**config.mk**
```make
export PLATFORM = sky130hd
export DESIGN_NAME = edid_block_parser_unit
export DESIGN_NICKNAME = d
export VERILOG_FILES = /design/src/design/ebp_pkg.sv /design/src/design/ebp_front.sv /design/src/design/ebp_queue.sv /design/src/design/ebp_back.sv /design/src/design/edid_block_parser_unit.sv
export SDC_FILE = /design/constraint.sdc
export NUM_CORES = 1
export LEC_CHECK = 0
export BUFFER_PORTS_ARGS = -buffer_cell sky130_fd_sc_hd__buf_2
export CAP_MARGIN = 0
export CORE_MARGIN = 4
export CORE_UTILIZATION = 42
export DETAILED_ROUTE_END_ITERATION = 12
export PLACE_DENSITY = 0.63
export SLEW_MARGIN = 20
export SYNTH_ARGS = -nofsm -noshare
export SYNTH_HDL_FRONTEND = slang
export SYNTH_SLANG_ARGS = --single-unit
```
**constraint.sdc**
```tcl
create_clock -name clk -period 10.6 [get_ports clk]
set_clock_uncertainty 0.15 [all_clocks]
set_input_delay 0 -clock clk [delete_from_list [all_inputs] [get_ports clk]]
set_output_delay 0 -clock clk [all_outputs]
set_load 0.1 [all_outputs]
```
**src/design/ebp_pkg.sv**
```systemverilog
// ----------------------------------------------------------------------------
// ebp_pkg
// Shared types and constants of the EDID base block parser.
// ----------------------------------------------------------------------------
package ebp_pkg;

	localparam int DESC_COUNT_DEF = 4;
	localparam int DESC_BASE      = 54;
	localparam int DESC_LEN       = 18;
	localparam int QUEUE_DEPTH    = 2;

	localparam logic [2:0] KIND_BASIC = 3'd0;
	localparam logic [2:0] KIND_STD   = 3'd1;
	localparam logic [2:0] KIND_DTD   = 3'd2;
	localparam logic [2:0] KIND_NAME  = 3'd3;
	localparam logic [2:0] KIND_END   = 3'd4;

	localparam logic [32:0] ST_COMPLETE  = 33'd0;
	localparam logic [32:0] ST_BAD_HDR   = 33'd1;
	localparam logic [32:0] ST_BAD_DEPTH = 33'd2;
	localparam logic [32:0] ST_ANALOG    = 33'd3;

	localparam logic [7:0] NAME_TAG   = 8'hFC;
	localparam logic [7:0] STD_UNUSED = 8'h01;

	typedef struct packed {
		logic [2:0]  kind;
		logic [11:0] h_active;
		logic [11:0] v_active;
		logic [15:0] dot_clock;
		logic [6:0]  refresh_hz;
		logic [11:0] h_blank;
		logic [11:0] v_blank;
		logic [33:0] sync_word;
		logic [39:0] size_word;
		logic [32:0] info_word;
		logic        last;
	} rec_t;

	typedef struct packed {
		logic [1:0] count;
		logic       full;
	} qstat_t;

	function automatic logic [7:0] header_byte(input logic [2:0] idx);
		header_byte = (idx == 3'd0 || idx == 3'd7) ? 8'h00 : 8'hff;
	endfunction

	function automatic logic [11:0] depth_bits(input logic [2:0] code);
		case (code)
			3'd1: depth_bits = 12'd6;
			3'd2: depth_bits = 12'd8;
			3'd3: depth_bits = 12'd10;
			3'd4: depth_bits = 12'd12;
			3'd5: depth_bits = 12'd14;
			3'd6: depth_bits = 12'd16;
			default: depth_bits = 12'd0;
		endcase
	endfunction

endpackage

```
**src/design/ebp_front.sv**
```systemverilog
// ----------------------------------------------------------------------------
// ebp_front
// Tracks the byte position, holds block state and forms at most one record per byte.
// ----------------------------------------------------------------------------
module ebp_front #(
	parameter int DESCRIPTOR_COUNT = ebp_pkg::DESC_COUNT_DEF
) (
	input  logic          clk,
	input  logic          arst_n,
	input  logic          take,
	input  logic [7:0]    data_byte,
	input  logic          block_start,
	output logic          push,
	output ebp_pkg::rec_t rec
);
	import ebp_pkg::*;

	localparam logic [6:0] DESC_END = 7'(DESC_BASE + DESC_LEN * DESCRIPTOR_COUNT);
	localparam logic [6:0] P_DESC   = 7'(DESC_BASE);

	logic [6:0]  pos_q;
	logic        failed_q;
	logic [7:0]  input_q;
	logic [15:0] est_low_q;
	logic [7:0]  gamma_q;
	logic [7:0]  std_first_q;
	logic [7:0]  desc_q [17];

	logic [6:0]  p;
	logic        active;
	logic [6:0]  d;
	logic [4:0]  off;
	logic        display;
	logic        emit;
	logic        fin;
	logic        vpol, hpol;
	logic [11:0] h_std;

	assign p      = block_start ? 7'd0 : pos_q;
	assign active = !(block_start ? 1'b0 : failed_q);
	assign d      = p - P_DESC;

	always_comb begin
		off = 5'(d);
		for (int k = 1; k < DESCRIPTOR_COUNT; k++) begin
			if (d >= 7'(DESC_LEN * k)) off = 5'(d - 7'(DESC_LEN * k));
		end
	end

	// Bytes 0 and 1 of the current descriptor are already stored by offset 5.
	assign display = desc_q[0] == 8'h00 && desc_q[1] == 8'h00;
	assign vpol    = data_byte[2];
	assign hpol    = data_byte[3] ? data_byte[1] : vpol;
	assign h_std   = 12'({4'd0, std_first_q} + 12'd31) << 3;

	always_comb begin
		rec  = '0;
		emit = 1'b0;
		fin  = 1'b0;
		if (p < 7'd8) begin
			if (data_byte != header_byte(p[2:0])) begin
				fin = 1'b1;
				rec.info_word = ST_BAD_HDR;
			end
		end else if (p == 7'd20) begin
			if (data_byte[7] && data_byte[6:4] == 3'd7) begin
				fin = 1'b1;
				rec.info_word = ST_BAD_DEPTH;
			end
		end else if (p == 7'd37) begin
			emit = 1'b1;
			rec.kind = KIND_BASIC;
			if (input_q[7]) begin
				rec.h_active = depth_bits(input_q[6:4]);
				rec.v_active = {8'd0, input_q[3:0]};
			end
			rec.info_word = {data_byte, est_low_q, gamma_q, input_q[7]};
		end else if (p >= 7'd38 && p < P_DESC) begin
			if (p[0] && !(std_first_q == STD_UNUSED && data_byte == STD_UNUSED)) begin
				emit = 1'b1;
				rec.kind       = KIND_STD;
				rec.h_active   = h_std;
				rec.refresh_hz = {2'd0, data_byte[4:0]} + 7'd60;
				rec.info_word  = {31'd0, data_byte[7:6]};
			end
		end else if (p >= P_DESC && p < DESC_END) begin
			if (off >= 5'd5 && display && desc_q[3] == NAME_TAG) begin
				emit = 1'b1;
				rec.kind      = KIND_NAME;
				rec.info_word = {25'd0, data_byte};
			end else if (off == 5'd17 && !display) begin
				if (!data_byte[4]) begin
					fin = 1'b1;
					rec.info_word = ST_ANALOG;
				end else begin
					emit = 1'b1;
					rec.kind        = KIND_DTD;
					rec.dot_clock   = {desc_q[1], desc_q[0]};
					rec.h_active    = {desc_q[4][7:4], desc_q[2]};
					rec.h_blank     = {desc_q[4][3:0], desc_q[3]};
					rec.v_active    = {desc_q[7][7:4], desc_q[5]};
					rec.v_blank     = {desc_q[7][3:0], desc_q[6]};
					rec.sync_word   = {desc_q[11][7:6], desc_q[8], desc_q[11][5:4], desc_q[9],
						desc_q[11][3:2], desc_q[10][7:4], desc_q[11][1:0], desc_q[10][3:0],
						hpol, vpol};
					rec.size_word   = {desc_q[14][7:4], desc_q[12], desc_q[14][3:0], desc_q[13],
						desc_q[15], desc_q[16]};
				end
			end
		end else if (p == 7'd127) begin
			fin = 1'b1;
			rec.info_word = ST_COMPLETE;
		end
		if (fin) begin
			emit     = 1'b1;
			rec.kind = KIND_END;
			rec.last = 1'b1;
		end
	end

	assign push = take && active && emit;

	always_ff @(posedge clk or negedge arst_n) begin
		if (!arst_n) begin
			pos_q       <= '0;
			failed_q    <= 1'b0;
			input_q     <= '0;
			est_low_q   <= '0;
			gamma_q     <= '0;
			std_first_q <= '0;
		end else if (take) begin
			// A start mark always makes the byte active, so this also rewrites the flag from this byte.
			if (active) begin
				pos_q    <= p + 7'd1;
				failed_q <= fin;
				if (p == 7'd20) input_q <= data_byte;
				if (p == 7'd23) gamma_q <= data_byte;
				if (p == 7'd35) est_low_q[7:0] <= data_byte;
				if (p == 7'd36) est_low_q[15:8] <= data_byte;
				if (p >= 7'd38 && p < P_DESC && !p[0]) std_first_q <= data_byte;
			end
		end
	end

	always_ff @(posedge clk) begin
		if (take && active && p >= P_DESC && p < DESC_END && off < 5'd17)
			desc_q[off] <= data_byte;
	end

endmodule

```
**src/design/ebp_queue.sv**
```systemverilog
// ----------------------------------------------------------------------------
// ebp_queue
// Two-entry record queue between the front and the back.
// ----------------------------------------------------------------------------
module ebp_queue (
	input  logic           clk,
	input  logic           arst_n,
	input  logic           push,
	input  ebp_pkg::rec_t  wr_rec,
	input  logic           pop,
	output logic           not_empty,
	output ebp_pkg::rec_t  rd_rec,
	output ebp_pkg::qstat_t stat
);
	import ebp_pkg::*;

	rec_t       mem_q [QUEUE_DEPTH];
	logic       wr_q, rd_q;
	logic [1:0] count_q;

	assign not_empty = count_q != 2'd0;
	assign rd_rec    = mem_q[rd_q];
	assign stat.count = count_q;
	assign stat.full  = count_q == 2'(QUEUE_DEPTH);

	always_ff @(posedge clk or negedge arst_n) begin
		if (!arst_n) begin
			wr_q    <= 1'b0;
			rd_q    <= 1'b0;
			count_q <= '0;
		end else begin
			if (push) wr_q <= !wr_q;
			if (pop) rd_q <= !rd_q;
			count_q <= count_q + {1'b0, push} - {1'b0, pop};
		end
	end

	always_ff @(posedge clk) begin
		if (push) mem_q[wr_q] <= wr_rec;
	end

endmodule

```
**src/design/ebp_back.sv**
```systemverilog
// ----------------------------------------------------------------------------
// ebp_back
// Finishes records (standard timing height) into the output register.
// ----------------------------------------------------------------------------
module ebp_back (
	input  logic          clk,
	input  logic          arst_n,
	input  logic          have,
	input  ebp_pkg::rec_t head,
	output logic          pop,
	input  logic          stall,
	output logic          valid,
	output ebp_pkg::rec_t out_rec
);
	import ebp_pkg::*;

	localparam logic [15:0] RECIP5 = 16'd52429;

	logic        valid_q;
	rec_t        out_q;
	rec_t        fin;
	logic [13:0] x4;
	logic [29:0] prod;
	logic [15:0] h5, h3, h9;

	assign x4   = {head.h_active, 2'b00};
	assign prod = 30'(x4) * 30'(RECIP5);
	assign h5   = 16'(head.h_active) * 16'd5;
	assign h3   = 16'(head.h_active) * 16'd3;
	assign h9   = 16'(head.h_active) * 16'd9;

	always_comb begin
		fin = head;
		if (head.kind == KIND_STD) begin
			case (head.info_word[1:0])
				2'd0: fin.v_active = h5[14:3];
				2'd1: fin.v_active = h3[13:2];
				2'd2: fin.v_active = prod[29:18];
				default: fin.v_active = h9[15:4];
			endcase
		end
	end

	assign pop     = have && (!valid_q || !stall);
	assign valid   = valid_q;
	assign out_rec = out_q;

	always_ff @(posedge clk or negedge arst_n) begin
		if (!arst_n) valid_q <= 1'b0;
		else if (!valid_q || !stall) valid_q <= have;
	end

	always_ff @(posedge clk) begin
		if (pop) out_q <= fin;
	end

endmodule

```
**src/design/edid_block_parser_unit.sv**
```systemverilog
// ----------------------------------------------------------------------------
// edid_block_parser_unit
// Top level of the EDID base block parser.
// ----------------------------------------------------------------------------
// One byte is taken per cycle while the two-entry record queue has room; each
// byte yields at most one record, which passes through the queue and then the
// output register. The front decodes combinationally and the back finishes a
// record as it loads that register: one byte per cycle while out_stall is low.
module edid_block_parser_unit #(
	parameter int DESCRIPTOR_COUNT = ebp_pkg::DESC_COUNT_DEF
) (
	input  logic        clk,
	input  logic        arst_n,
	input  logic        in_valid,
	output logic        in_stall,
	input  logic [7:0]  data_byte,
	input  logic        block_start,
	output logic        out_valid,
	input  logic        out_stall,
	output logic [2:0]  record_kind,
	output logic [11:0] h_active,
	output logic [11:0] v_active,
	output logic [15:0] dot_clock,
	output logic [6:0]  refresh_hz,
	output logic [11:0] h_blank,
	output logic [11:0] v_blank,
	output logic [33:0] sync_word,
	output logic [39:0] size_word,
	output logic [32:0] info_word,
	output logic        last
);
	import ebp_pkg::*;

	logic   take, push, pop, have;
	rec_t   f_rec, q_rec, o_rec;
	qstat_t q_stat;

	assign in_stall = q_stat.full;
	assign take     = in_valid && !in_stall;

	ebp_front #(.DESCRIPTOR_COUNT(DESCRIPTOR_COUNT)) u_front (
		.clk, .arst_n, .take, .data_byte, .block_start, .push, .rec(f_rec)
	);

	ebp_queue u_queue (
		.clk, .arst_n, .push, .wr_rec(f_rec), .pop, .not_empty(have),
		.rd_rec(q_rec), .stat(q_stat)
	);

	ebp_back u_back (
		.clk, .arst_n, .have, .head(q_rec), .pop, .stall(out_stall),
		.valid(out_valid), .out_rec(o_rec)
	);

	assign record_kind = o_rec.kind;
	assign h_active    = o_rec.h_active;
	assign v_active    = o_rec.v_active;
	assign dot_clock   = o_rec.dot_clock;
	assign refresh_hz  = o_rec.refresh_hz;
	assign h_blank     = o_rec.h_blank;
	assign v_blank     = o_rec.v_blank;
	assign sync_word   = o_rec.sync_word;
	assign size_word   = o_rec.size_word;
	assign info_word   = o_rec.info_word;
	assign last        = o_rec.last;

`ifndef SYNTHESIS
	a_count_bound: assert property (@(posedge clk) disable iff (!arst_n)
		q_stat.count <= 2'(QUEUE_DEPTH)) else $error("record queue overflow");
	a_last_kind: assert property (@(posedge clk) disable iff (!arst_n)
		out_valid |-> (last == (record_kind == KIND_END))) else $error("last flag mismatch");
	a_pop_have: assert property (@(posedge clk) disable iff (!arst_n)
		pop |-> have) else $error("pop from empty queue");
	a_drain: assert property (@(posedge clk) disable iff (!arst_n)
		(have && !out_valid) |=> out_valid) else $error("back stage did not load");
`endif

endmodule

```
# Word level (Yosys, flattened, before mapping)
# Memory sizes are Yosys's and may differ from the RTL's.
# Cells that the tools add are included.
# classes
addsub	9
n_mul	4
magnitude_cmp	10
eq_ne	23
mux	67
n_bitwise	1
reduce_logical	39
# ops
op	count
98-bit 2-to-1 mux	4
148-bit 2-to-1 mux	2
33-bit 2-to-1 mux	6
131-bit 2-to-1 mux	1
121-bit 2-to-1 mux	1
43-bit 2-to-1 mux	2
42-bit 2-to-1 mux	1
40-bit 2-to-1 mux	1
12-bit case mux with 3 select lines	1
5-bit case mux with 6 select lines	1
1-bit 2-to-1 mux	29
7-bit by 6-bit greater-or-equal comparator with 1-bit output, second input constant	4
12-bit by 16-bit multiplier with 28-bit output, second input constant	1
28-bit 2-to-1 mux	1
27-bit 2-to-1 mux	1
24-bit 2-to-1 mux	1
7-bit by 6-bit == test with 1-bit output, second input constant	3
7-bit 2-to-1 mux	3
1-bit logical AND	17
8-bit by 1-bit == test with 1-bit output, second input constant	2
8-bit logical NOT	2
12-bit by 4-bit multiplier with 16-bit output, second input constant	1
3-bit == test, second input constant	5
12-bit by 3-bit multiplier with 15-bit output, second input constant	1
39 further kinds	62
# word_totals
reg_bits	235
ramBits	500
out_inout_bits	184
elab_cells	177
memories	2
# memory_table
memory	depth	word_bits	read_ports	rd_ports_with_merged_regs	wr	line	text
u_queue.mem_q	2	182	1	0	1	ebp_queue.sv:17	rec_t mem_q [QUEUE_DEPTH];
u_front.desc_q	17	8	17	0	1	ebp_front.sv:27	logic [7:0] desc_q [17];

# Longest topological paths before layout
# Gate-level depths: netlist (run 1).
# logic_depth
depth_word	19
depth_mapped	25
mapped_depth_nobuf	21

# Cells and area by module
# From an unflattened synthesis (run 1), not the netlist that was laid out.
# hier_totals
cells_unflattened	2079
area_unflattened_um2	32567.5
# by_module_without_submodules
module	n_inst	cells_each	area_per_inst_um2	seq_area_each_um2
ebp_queue	1	581	13397.8	11030.6
ebp_back	1	723	10055.9	5490.3
ebp_front	1	774	9100.0	5285.1
edid_block_parser_unit	1	1	13.8	0.0

# Worst setup path before layout (run 1)
# OpenSTA, ideal clock, no wires.
# synth_timing
path_kind	flip-flop to flip-flop
from	reg u_back.valid_q (netlist: u_back.valid)
to	reg u_queue.count_q[1]
setup_ps	80
arrival_ps	11457
required_time_ps	10370
path_slack_ps	-1088
stages_incl_launch_ff	7
n_path_buf	0
path_cell_list	dfrtp_1 -> a21oi_1 -> ha_1 -> inv_1 -> ha_1 -> xnor2_1 -> xnor2_1
# synth_between
elab_chain_len	4
# synth_lines
element	line	text
start, declared	ebp_back.sv:19	logic valid_q;
start signal, assigned	ebp_back.sv:50	else if (!valid_q || !stall) valid_q <= have;
1-bit logical NOT	ebp_back.sv:44	assign pop = have && (!valid_q || !stall);
1-bit logical OR	ebp_back.sv:44	
1-bit logical AND	ebp_back.sv:44	
via pop	edid_block_parser_unit.sv:34	logic take, push, pop, have;
2-bit by 1-bit subtractor with 2-bit output	ebp_queue.sv:34	count_q <= count_q + {1'b0, push} - {1'b0, pop};
end signal, assigned	ebp_queue.sv:34	
end, declared	ebp_queue.sv:19	logic [1:0] count_q;
# The timed path passes the listed nets, and every way through them passes these cells.
# A chain may end at the register's enable or synchronous reset.

==> impl_metrics.toml, run 1 <==
[floorplan]
die_y_um = 284
initial_core_util = 0.423
die_x_um = 284
rows = 101
ios = 197
die_area_um2 = 80900
core_area_um2 = 75800

[clock_network]
post_cts_buffers = 0
clock_sink_count = 732
clk_path_buf_depth = 3
cts_max_level = 3
cts_tree = "done"
cts_made_buffers = 75
cts.reportedPaths.clkPinSlew_ns = 0.06
cts-root-buf = "clkbuf_16"
clock_latency_ns = 0.62

[global_routing]
track_usage = 0.178
grt_start_max_net_pins = 184
global_route.usage.met1 = 0.240
antenna_found_initial = 3
overflow = 0
grt_pass1_wl_mm = 111
busiest_layer = "met2"
grt.met2_usage = 0.298
grt_pass1_vias = 18100
use_met3 = 0.0266

[drt]
vias = 17400
detail_route.iter0.violations = 1165
firstDrtPassIters = 5
wl_per_cell_um = 21.7
via_per_inst = 5.23
drt.antenna.violating_nets = 0
routed_wl_mm = 72.1
drc = 0

[synth]
synth_cell_types = 80
post-synth-top-count-cell = "edfxtp_1"
synth_top_area_share = 0.636
synth_xor_area_frac = 0.0142
synth_commonest_cells = "edfxtp_1, mux2_2, and2_1"
syn_nets = 2243
synth-seq-cells = 732
synth_compound_area_frac = 0.0504
async_flop_share = 0.0724
synth_area_um2 = 32100
synth_fa_ha_area_frac = 0.0834
netlist_top_cells_area = "edfxtp_1, mux2_2, ha_1"
synthSimpleGateAreaFrac = 0.0737
yosysTopAreaCell = "edfxtp_1"
ys_warn_count = 0
synthCells = 2045
synth_top_family_by_area = "adder cells"
synth.avg_cell_area_um2 = 15.7
synth_edf_count = 679
muxShareOfSynthArea = 0.0760
ys.flop_type = "edfxtp_1"
synth_seq_area_share = 0.677

[min_path]
hold_path_class = "input port to flop"

[placed_design]
place_hpwl_mm = 46.3
portBuffers = 196
gp_congestion = 0.875

[timing]
timing.fmax_mhz = 129
tightest_slew_ns = 1.09
final_max_slew_viol_count = 0
layout_min_cycle_time_ns = 7.73
fin_setup_tns_ns = 0
max-slew-margin-rel = 0.273
setup_viol = 0
rsz0062_at_grt = "no"
hold_viol_final = 0
period_share = 0.729

[finish]
antenna_cells = 0
seqCellArea_um2 = 21700
multiInputGateArea_um2 = 9600
num-nets-final = 2490
fill_cells = 6437
layout-drive-gt1-share = 0.242
synthToLayoutAreaGrowth_pct = 15.0

[critical_path]
r2r_setup_slack_ns = 2.87
timing.critical_path.cells = "buf_4 > mux2i_1 > inv_1 > ha_1 > fa_1 > inv_1 > fa_1 > fa_1 > inv_1 > fa_1 > ha_1 > nand2_1 > or2_2 > o221ai_1 > a31oi_1 > a211oi_1 > o2111ai_1 > and4_1 > o311a_1 > a22oi_1"
startpoint_type = "flop"
max_stage_delay_ns = 0.83
cp_max_fo = 65
cp_common_cell = "fa_1"
cp.required_ns = 10.89
critical_path_class = "flop to flop"
worstPathArrival_ns = 8.01
slowest_stage = "a211oi_1"
critPathCaptureType = "flop"

[run]
max_cap_viol_count = 0

[outcome]
status = "completed"
[through the flow]
stage / area [µm²] / utilization / worst slack (ns) / hold slack (ns) / std cells
5_1_grt: 36900 / 0.486 / 2.42 / 0.276 / 3329
2_1_floorplan: 32100 / - / -1.04 / -0.446 / 2045
4_1_cts: 36800 / 0.486 / 2.89 / 0.209 / 3328
6_report: 36900 / 0.486 / 2.87 / 0.253 / 3329
3_3_place_gp: 34200 / 0.451 / 3.08 / 0.0448 / 3178
3_5_place_dp: 34200 / 0.451 / 2.95 / 0.0622 / 3178
[sequential cells by signal (all words and copies together) (netlist names)]
name / count
u_queue.mem_q: 362
u_back.out_rec: 181
u_front.desc_q: 136
u_front.est_low_q: 16
u_front.gamma_q: 8
u_front.input_q: 8
u_front.std_first_q: 8
u_front.pos_q: 7
u_queue.count_q: 2
u_back.valid: 1
u_front.failed_q: 1
u_queue.rd_q: 1
u_queue.wr_q: 1
[final timing paths]
| kind | to | start | depth (start not counted) |
|---|---|---|---|
| setup / recovery | u_back.out_rec[164]$_DFFE_PP_ | u_queue.rd_q$_DFFE_PN0P_ | 20 |
| setup reg to reg | u_back.out_rec[164]$_DFFE_PP_ | u_queue.rd_q$_DFFE_PN0P_ | 20 |
| hold / removal | u_front.pos_q[6]$_DFFE_PN0P_ | block_start | 3 |
| max in group asynchronous | u_queue.rd_q$_DFFE_PN0P_ | arst_n | 4 |
| hold reg to reg | u_front.failed_q$_DFFE_PN0P_ | u_front.failed_q$_DFFE_PN0P_ | 2 |
| min in group asynchronous | u_front.est_low_q[5]$_DFFE_PN0P_ | arst_n | 4 |
[placed cells by master, fill, tap and decap left out, types with 25 or more instances in the layout]
cell type | synthesis | final
clkbuf_16 | 0 | 75
buf_4 | 4 | 26
nor2_1 | 86 | 83
nand2_1 | 73 | 73
o21ai_0 | 51 | 51
inv_1 | 121 | 121
fa_1 | 48 | 48
edfxtp_1 | 679 | 679
xnor2_1 | 32 | 32
a21oi_1 | 52 | 51
and2_1 | 145 | 145
ha_1 | 137 | 137
nor3_1 | 28 | 25
mux2_2 | 194 | 194
buf_2 | 6 | 196
dfrtp_1 | 53 | 52
[timing repair]
action,in CTS,in global routing
setup endpoints to repair,0,0
endpoints found under the hold margin,226,0
hold buffers,14,0
resized for setup,0,0
[critical path, delay by kind of cell, from the launching register on]
family          cells  cell delay (ns)
mux                 1             0.42
simple gates        3             0.63
flops               1             0.43
compound gates      6             1.85
buf+inv             4             1.14
fa+ha+maj           6             2.84
[area by class of cell]
class	count	area share
clock buffer	91	0.0533
sequential	732	0.589
inverter	123	0.0125
tap	978	0.0332
multi-input combinational	1122	0.260
timing repair buffer	238	0.0370
clock inverter	45	0.0147
[cell families after synthesis]
logic type                 count (synthesis)
xor gates and xnor gates                  48
adders and majority gates                185
and+or+nand+nor                          439
buffers and inverters                    191
AOI/OAI and AO/OA                        231
DFF                                      732
muxes                                    219
[per-layer routing]
metal  part of all wire  up-vias
met2               0.49      448
met1               0.44     8729
met5                  0        -
met4              0.027        0
li1                   -     8124
met3              0.050      110
Power of run 1 is left out: the tool's default activity adds up to more than one toggle a clock period on the data nets, which glitch-free logic cannot reach.
==> run 2, diff against run 1 <==
Clock period 10.6 ns to 6.18 ns, I/O delays scaled along.
==> impl_metrics.toml, run 2 (synthesized netlist as in run 1, its figures left out) <==
[min_path]
hold_path_class = "input port to flop"
worstHoldPathCells = 4
worst_hold_startpoint = "data_byte[3]"
worstHoldEndpoint = "u_front.gamma_q[3]$_DFFE_PN0P_"

[global_routing]
antenna_found_initial = 2
overflow = 0
grt_pass1_vias = 18200
grt_start_max_net_pins = 93
grt_pass1_wl_mm = 112
track_usage = 0.181

[critical_path]
rr_startpoint = "u_queue.rd_q$_DFFE_PN0P_"
r2r_end = "u_back.out_rec[164]$_DFFE_PP_"
reg2reg_depth = 19
critPathCaptureType = "flop"
critical_path_class = "flop to flop"
startpoint_type = "flop"
r2r_setup_slack_ns = 0.12
worstPathArrival_ns = 6.36
cp_max_fo = 7
cp.required_ns = 6.48

[timing]
tightest_slew_ns = 1.10
layout_min_cycle_time_ns = 6.06
hold_slack_ns = 0.230
hold_viol_final = 0
max-slew-margin-rel = 0.262
timing.fmax_mhz = 165
final_max_slew_viol_count = 0
fin_setup_tns_ns = 0
setup_viol = 0
rsz0062_at_grt = "yes"
timing.final.ws_setup_ns = 0.117
period_share = 0.981

[floorplan]
rows = 101
initial_core_util = 0.423
die_area_um2 = 80900
die_x_um = 284
die_y_um = 284
ios = 197
core_area_um2 = 75800

[finish]
final_cell_mix = "edfxtp_1, buf_2, mux2_2, and2_1, ha_1"
fill_cells = 6344
layout-drive-gt1-share = 0.261
largest-register = "u_queue.mem_q"
num-nets-final = 2522
stdcell_area_um2 = 37400
synthToLayoutAreaGrowth_pct = 16.7
final_common_cell = "edfxtp_1"
largest_reg_flops = 362

[drt]
routed_wl_mm = 73.9
drc = 0
via_per_inst = 5.24
detail_route.iter0.violations = 1143
vias = 17700
wl_per_cell_um = 21.9
firstDrtPassIters = 8
drt.antenna.violating_nets = 0

[placed_design]
place_hpwl_mm = 48.0
pre_cts_ws_ns = -0.0125
place_area_um2 = 34500
gp_congestion = 0.883
portBuffers = 196

[clock_network]
clock_latency_ns = 0.63
cts.reportedPaths.clkPinSlew_ns = 0.06
cts_tree = "done"
cts_max_level = 3
clock_sink_count = 732
clk_path_buf_depth = 3
cts-root-buf = "clkbuf_16"
cts_made_buffers = 79

[outcome]
status = "completed"

[run]
max_cap_viol_count = 0
run 2: final cells by class:
cell class	instances	area (µm²)	share of cell area
Inverter	123	467	0.0125
Timing Repair Buffer	266	1600	0.0428
Multi-Input combinational cell	1122	9830	0.263
Antenna cell	1	2.50	0.0000668
Sequential cell	732	21700	0.580
Clock inverter	49	523	0.0140
Clock buffer	98	2070	0.0552
Tap cell	978	1220	0.0327
run 2: layer usage:
layer | GRT usage | vias to the layer above | part of all wire
li1 | - | 8180 | -
met1 | 0.238 | 8902 | 0.42
met2 | 0.308 | 462 | 0.50
met3 | 0.0326 | 119 | 0.051
met4 | 0.0558 | 0 | 0.027
met5 | 0.00298 | - | 0
run 2: worst max path at each step:
stage                             start                            end  slack, ns  cells after the start
2_1_floorplan  u_queue.rd_q$_DFFE_PN0P_  u_back.out_rec[164]$_DFFE_PP_       0.01                     23
3_5_place_dp   u_queue.rd_q$_DFFE_PN0P_  u_back.out_rec[164]$_DFFE_PP_      -0.01                     18
3_3_place_gp   u_queue.rd_q$_DFFE_PN0P_  u_back.out_rec[164]$_DFFE_PP_       0.08                     18
4_1_cts        u_queue.rd_q$_DFFE_PN0P_  u_back.out_rec[164]$_DFFE_PP_       0.01                     23
6_report       u_queue.rd_q$_DFFE_PN0P_  u_back.out_rec[164]$_DFFE_PP_       0.12                     19
5_1_grt        u_queue.rd_q$_DFFE_PN0P_  u_back.out_rec[164]$_DFFE_PP_      -0.06                     19
run 2: critical path, stage by stage (launching register included):
cell       delay, ns
dfrtp_4         0.47
buf_4           0.17
mux2_4          0.36
ha_1            0.28
fa_1            0.58
inv_1           0.10
fa_1            0.46
fa_1            0.51
inv_1           0.05
fa_1            0.50
ha_4            0.30
nand2_1         0.09
or2_2           0.34
o221ai_4        0.20
a31oi_4         0.09
a211oi_4        0.32
o2111ai_2       0.18
and4_1          0.23
o311a_1         0.34
a22oi_2         0.16
run 2: per-stage QoR:
step                cells  utilization
floorplan            2045            -
global placement     3202        0.455
detailed placement   3202        0.455
CTS                  3368        0.492
global route         3368        0.494
finish               3369        0.494
run 2: timing repair:
| action | CTS | global route |
|---|---|---|
| buffers inserted | 5 | 0 |
| cloned | 0 | 0 |
| pin swaps | 1 | 5 |
| endpoints found under the hold margin | 246 | 0 |
| resized for setup | 3 | 20 |
| setup endpoints to repair | 1 | 8 |
| hold buffers | 14 | 0 |
Power of run 2 is left out for the same reason.
